File: src/rtl/core/ikvt_pkg.sv
package ikvt_pkg;

	// Default capacity of the table.
	localparam int ENTRIES_DEFAULT = 64;

	// Operation codes carried on the cmd field.
	localparam logic CMD_SET  = 1'b0;
	localparam logic CMD_FIND = 1'b1;

	// Result status codes.
	typedef enum logic [1:0] {
		STATUS_HIT    = 2'd0,
		STATUS_MISS   = 2'd1,
		STATUS_INSERT = 2'd2,
		STATUS_FULL   = 2'd3
	} status_t;

endpackage

File: src/rtl/core/int_key_int_value_table.sv
// Associative table of 32-bit signed keys and 32-bit signed values, searched linearly.
// Input channel (in_valid / in_stall): one transfer carries cmd, key and value.
// A set (cmd 0) overwrites the value of a matching entry or appends a new entry.
// A find (cmd 1) returns the stored value of a matching entry.
// Output channel (out_valid / out_stall): exactly one result transfer per input
// transfer, with status (found or updated, find miss, inserted, table full) and
// read_value, which is zero for every result other than a find hit.
// For each item, one key comparator walks the stored entries one per
// cycle, with the key memory read registered ahead of the compare,
// followed by an action step to write the table or read the value memory
// and a finish step to load the output register. The scan stops early at
// the first matching entry.
// in_stall stays high while an item is being processed; the block takes the
// next item as soon as the result has been loaded into the output register,
// even if the receiver is still stalling that result, so items are handled
// one at a time.
// When out_stall is high the result is held unchanged in the output register,
// and a finished item waits for that register to free before it is loaded.
// Reset empties the table (the entry count is cleared, the memories are left
// as they are) and drops any item in flight; no clearing pass is needed.
module int_key_int_value_table #(
	parameter int ENTRIES = ikvt_pkg::ENTRIES_DEFAULT
) (
	input  logic               clk,
	input  logic               arst_n,
	input  logic               in_valid,
	output logic               in_stall,
	input  logic               cmd,
	input  logic signed [31:0] key,
	input  logic signed [31:0] value,
	output logic               out_valid,
	input  logic               out_stall,
	output logic [1:0]         status,
	output logic signed [31:0] read_value
);

	// Count width holds ENTRIES itself; address width indexes ENTRIES entries.
	localparam int CW = $clog2(ENTRIES + 1);
	localparam int AW = (ENTRIES > 1) ? $clog2(ENTRIES) : 1;

	typedef enum logic [1:0] {
		ST_IDLE,
		ST_SCAN,
		ST_ACT,
		ST_FINISH
	} state_t;

	// Storage: keys and values, read through registered ports.
	logic [31:0] key_mem [ENTRIES];
	logic [31:0] val_mem [ENTRIES];

	state_t            state_q;
	logic [CW-1:0]     count_q;
	logic [CW-1:0]     scan_idx_q;
	logic              pend_q;
	logic [AW-1:0]     pend_idx_q;
	logic              hit_q;
	logic [AW-1:0]     hit_idx_q;
	logic              cmd_q;
	logic [31:0]       key_q;
	logic [31:0]       value_q;
	logic [31:0]       key_rd_q;
	logic [31:0]       val_rd_q;
	ikvt_pkg::status_t status_pend_q;
	logic              out_valid_q;
	logic [1:0]        status_q;
	logic [31:0]       read_value_q;

	logic in_xfer;
	logic match;
	logic scan_done;
	logic full;
	logic out_free;
	logic key_we;
	logic val_we;
	logic [AW-1:0] val_waddr;

	assign in_stall   = (state_q != ST_IDLE);
	assign in_xfer    = in_valid && !in_stall;
	assign out_valid  = out_valid_q;
	assign status     = status_q;
	assign read_value = read_value_q;

	// The comparator sees the key read in the previous cycle.
	assign match     = pend_q && (key_rd_q == key_q);
	assign scan_done = (scan_idx_q == count_q);
	assign full      = (count_q == CW'(ENTRIES));
	assign out_free  = !out_valid_q || !out_stall;

	// Table updates happen only in the action step.
	assign key_we    = (state_q == ST_ACT) && (cmd_q == ikvt_pkg::CMD_SET) && !hit_q && !full;
	assign val_we    = (state_q == ST_ACT) && (cmd_q == ikvt_pkg::CMD_SET) && (hit_q || !full);
	assign val_waddr = hit_q ? hit_idx_q : count_q[AW-1:0];

	always_ff @(posedge clk) begin
		if (key_we) begin
			key_mem[count_q[AW-1:0]] <= key_q;
		end
		key_rd_q <= key_mem[scan_idx_q[AW-1:0]];
	end

	always_ff @(posedge clk) begin
		if (val_we) begin
			val_mem[val_waddr] <= value_q;
		end
		val_rd_q <= val_mem[hit_idx_q];
	end

	// Item payload registers are only loaded on an input transfer.
	always_ff @(posedge clk) begin
		if (in_xfer) begin
			cmd_q   <= cmd;
			key_q   <= key;
			value_q <= value;
		end
	end

	// Sequencer with the result register.
	always_ff @(posedge clk or negedge arst_n) begin
		if (!arst_n) begin
			state_q       <= ST_IDLE;
			count_q       <= '0;
			scan_idx_q    <= '0;
			pend_q        <= 1'b0;
			pend_idx_q    <= '0;
			hit_q         <= 1'b0;
			hit_idx_q     <= '0;
			status_pend_q <= ikvt_pkg::STATUS_MISS;
			out_valid_q   <= 1'b0;
			status_q      <= '0;
			read_value_q  <= '0;
		end else begin
			if (out_valid_q && !out_stall) begin
				out_valid_q <= 1'b0;
			end
			case (state_q)
				ST_IDLE: begin
					if (in_xfer) begin
						scan_idx_q <= '0;
						pend_q     <= 1'b0;
						hit_q      <= 1'b0;
						state_q    <= ST_SCAN;
					end
				end
				ST_SCAN: begin
					if (match) begin
						hit_q     <= 1'b1;
						hit_idx_q <= pend_idx_q;
						state_q   <= ST_ACT;
					end else if (scan_done) begin
						hit_q   <= 1'b0;
						state_q <= ST_ACT;
					end else begin
						// The key memory reads entry scan_idx_q this cycle.
						pend_q     <= 1'b1;
						pend_idx_q <= scan_idx_q[AW-1:0];
						scan_idx_q <= scan_idx_q + CW'(1);
					end
				end
				ST_ACT: begin
					if (hit_q) begin
						status_pend_q <= ikvt_pkg::STATUS_HIT;
					end else if (cmd_q == ikvt_pkg::CMD_FIND) begin
						status_pend_q <= ikvt_pkg::STATUS_MISS;
					end else if (!full) begin
						status_pend_q <= ikvt_pkg::STATUS_INSERT;
						count_q       <= count_q + CW'(1);
					end else begin
						status_pend_q <= ikvt_pkg::STATUS_FULL;
					end
					state_q <= ST_FINISH;
				end
				ST_FINISH: begin
					if (out_free) begin
						out_valid_q <= 1'b1;
						status_q    <= status_pend_q;
						if (hit_q && (cmd_q == ikvt_pkg::CMD_FIND)) begin
							read_value_q <= val_rd_q;
						end else begin
							read_value_q <= '0;
						end
						state_q <= ST_IDLE;
					end
				end
				default: begin
					state_q <= ST_IDLE;
				end
			endcase
		end
	end

	// The entry count never passes the capacity.
	a_count_bound: assert property (@(posedge clk) disable iff (!arst_n)
		count_q <= CW'(ENTRIES))
		else $error("entry count above capacity");

	// A full table keeps its count through the action step.
	a_count_step: assert property (@(posedge clk) disable iff (!arst_n)
		(state_q == ST_ACT) && (count_q == CW'(ENTRIES)) |=> count_q == CW'(ENTRIES))
		else $error("entry count changed while full");

	// Only a find hit carries a non-zero value.
	a_zero_value: assert property (@(posedge clk) disable iff (!arst_n)
		out_valid_q && (status_q != ikvt_pkg::STATUS_HIT) |-> read_value_q == '0)
		else $error("non-zero value on a result other than a hit");

	// A dropped set is only reported when the table is full.
	a_full_status: assert property (@(posedge clk) disable iff (!arst_n)
		out_valid_q && (status_q == ikvt_pkg::STATUS_FULL) |-> full)
		else $error("full status with room in the table");

	// The block takes no item while one is being processed.
	a_no_overlap: assert property (@(posedge clk) disable iff (!arst_n)
		(state_q == ST_SCAN) || (state_q == ST_ACT) |-> in_stall)
		else $error("input open during processing");

endmodule

File: config.mk
export PLATFORM = sky130hd
export DESIGN_NAME = int_key_int_value_table
export DESIGN_NICKNAME = d
export VERILOG_FILES = /design/src/rtl/core/ikvt_pkg.sv /design/src/rtl/core/int_key_int_value_table.sv
export SDC_FILE = /design/constraint.sdc
export NUM_CORES = 2
export LEC_CHECK = 0
export BUFFER_PORTS_ARGS = -buffer_cell sky130_fd_sc_hd__buf_2
export CORE_ASPECT_RATIO = 0.8
export CORE_UTILIZATION = 40
export CTS_CLUSTER_DIAMETER = 50
export DETAILED_ROUTE_END_ITERATION = 8
export HOLD_SLACK_MARGIN = 0.06
export PLACE_DENSITY = 0.52
export SLEW_MARGIN = 0
export SYNTH_ARGS = -nofsm -noshare
export SYNTH_HDL_FRONTEND = slang
export SYNTH_SLANG_ARGS = --single-unit
File: constraint.sdc
create_clock -name clk -period 9.2 [get_ports clk]
set_input_delay 2.3 -clock clk [delete_from_list [all_inputs] [get_ports clk]]
set_output_delay 2.3 -clock clk [all_outputs]
set_load 0.03 [all_outputs]
==> results.ini <==
[cells_and_area]
mostFrequentLayoutCells = edfxtp_1, mux4_2, clkbuf_16
final_common_cell = edfxtp_1
area_delta_synth_final_pct = 14.3
nets = 7174
layout-drive-gt1-share = 0.330
fillers = 32900

[power]
p_sw_frac = 0.258
p_switching_mw = 12.3
combPwrFrac = 0.151
power.internal_mw = 35.3
total_power_mw = 47.7
power.leakage_nw = 55.8
vdd_ir_drop_max_v = 0.000243
power_density_nw_per_um2 = 257
p_clk_frac = 0.371
seqPwrFrac = 0.478

[grt]
grt_max_degree = 157
grt_pass1_wl_um = 615000
gr-total-overflow = 0
grtUsageTotal = 0.216
grt_antenna_before_repair = 26
grt_pass1_vias = 76300

[detailed_routing]
drc = 0
num_vias = 75100
viasPerCell = 5.85
ant_nets = 0
drt_iter0_drc = 9591
wirelength_um = 445000
wire_per_inst_um = 34.7
drt_pass1_iterations = 6

[die]
fp.dieW_um = 714
die_area_um2 = 408000
pin_count = 105
coreArea_um2 = 403000
chipHeight_um = 572
row_count = 208
start_util = 0.403

[logic_synthesis]
syn_nets = 6703
ys_types = 53
synth-main-ff-cell = edfxtp_1
avgSynthCellArea_um2 = 24.5
syn_area_um2 = 162000
synth_top_area_share = 0.770
synth_seq_cells = 4292
yosysSeqAreaShare = 0.788
ys_warn_count = 0
synth-edff-count = 4161
synth_cells = 6627
synthArstFlopShare = 0.0156
yosys.area.top_type = edfxtp_1
yosys-top-cells-area = edfxtp_1, mux4_2, dfrtp_1

[worst_setup_path]
r2r_cells = 6
worstSetupEndpointType = flop
r2r-start = scan_idx_q[1]
crit_type = flop to flop
arrival_ps = 5800
critPathRequiredTime_ps = 10060
crit_path_start = scan_idx_q[1]
path_max_fanout = 156
critPathLaunchType = flop

[worst_hold_path]
min_path_type = flop to flop
hold_start = val_rd_q[1]
holdPathStages = 2

[sta]
setup_viol = 0
rsz0062_at_grt = false
fin_skew_ps = 139
min_period_ps = 4940
drv_slew = 39
fmax_mhz = 202
relSlewSlack = -0.0348
worst_pin_slew_ps = 1550
setup_slack_ps = 4260
hold_violations = 0
fin_tns_setup_ps = 0
min_period_over_period = 0.537

[clock_network]
cts_tree = built
clock_latency_ps = 1020
cts_setup_buffers = 0
ctsHoldBuffers = 0
ctsResizeCount = 0
cts_max_path_buffers = 4
cts_root_buffer = clkbuf_16
htreeDepth = 5
clock_sinks = 4292
cts_buffers = 443
clk_pin_slew_ps = 60

[run_status]
violations = max-slew violations
outcome = finished with violations

[place]
dp_hpwl_um = 227000
finalWeightedCongestion = 0.764
port_buffers = 104
pre_cts_slack_ps = 4330

[flow_run]
cap_violations = 0

==> critical path, stage by stage (launching register included) <==
cell and delay [ps]:
dfrtp_4 810, buf_12 550, buf_4 890, mux4_2 420
mux4_2 550, a22oi_1 890, nand2_1 120
==> flip-flops by register name, summed over array words and instances (netlist names), 7 cells and up <==
signal and cells:
scan_idx_q 7, val_mem 2048, val_rd_q 32, key_q 32
key_mem 2048, count_q 7, key_rd_q 32, value_q 32
read_value 32
==> final cells by class <==
type,instances,area [µm²],share of cell area
clock inverters,266,2530,0.0137
flip-flops and latches,4292,128000,0.690
multi-input cells,1977,33800,0.182
inverters,13,48.8,0.000263
clock buffers,555,11700,0.0633
repair buffers,371,2660,0.0143
well taps,5355,6700,0.0361
diodes,10,25.0,0.000135
==> synthesized netlist by cell type, types with 2 or more instances <==
cell,n
a21oi_1,7
a22oi_1,97
and2_1,5
and3_1,2
buf_1,40
buf_2,110
buf_4,10
buf_6,10
clkbuf_1,175
dfrtp_1,66
dfxtp_1,64
edfxtp_1,4161
ha_1,7
inv_1,12
mux2_1,5
mux2_2,22
mux2i_1,17
mux4_2,1280
nand2_1,170
nand2b_1,6
nand3_1,20
nand3b_1,7
nand4_1,9
nor2_1,140
nor2b_1,27
nor3_1,10
nor4_1,16
o21a_1,2
o21ai_0,49
o21ai_1,11
o22ai_1,4
o31ai_1,4
or3_1,4
or4_1,7
xnor2_1,9
xor2_1,25
==> final timing paths <==
kind	end	slack, ps
worst max-delay path	key_rd_q[18]	4260
max in group asynchronous	scan_idx_q[3]	6630
worst max register to register	key_rd_q[18]	4260
worst min register to register	read_value[1]	460
min in group asynchronous	read_value[13]	1220
worst min-delay path	read_value[1]	460
==> power groups by stage <==
stage	Combinational, mW	Sequential (mW)	Clock [mW]
2_1_floorplan	4.32	23.4	0
3_3_place_gp	7.20	23.2	0
3_5_place_dp	7.28	23.2	0
4_1_cts	7.29	22.8	18.0
5_1_grt	7.61	22.8	18.7
6_report	7.19	22.8	17.7
==> through the flow <==
step	utilization	hold WS (ps)	cell area, µm²	instances
2_1_floorplan	-	417	162000	6627
3_3_place_gp	0.425	438	171000	12000
3_5_place_dp	0.425	440	171000	12000
4_1_cts	0.461	466	185000	12800
5_1_grt	0.461	479	185000	12800
6_report	0.461	462	185000	12800
==> layer usage <==
metal,vias up,global-route usage,routed length [µm]
met2,2975,0.334,207000
met5,-,0,0
met3,558,0.0340,32000
li1,29600,-,-
met1,42000,0.327,197000
met4,0,0.0461,9600
==> logic make-up (layout without fill, tap and decap cells) <==
| family | Yosys count | count (layout) | synth area share |
|---|---|---|---|
| AOI/OAI and AO/OA | 182 | 182 | 0.00745 |
| other | 0 | 10 | 0 |
| adders and majority gates | 7 | 7 | 0.000540 |
| buffers and inverters | 358 | 1205 | 0.00982 |
| and+or+nand+nor | 430 | 430 | 0.0118 |
| DFF | 4292 | 4292 | 0.788 |
| xor gates and xnor gates | 34 | 34 | 0.00183 |
| muxes | 1324 | 1324 | 0.181 |
Power figures use the tool's default switching activity.
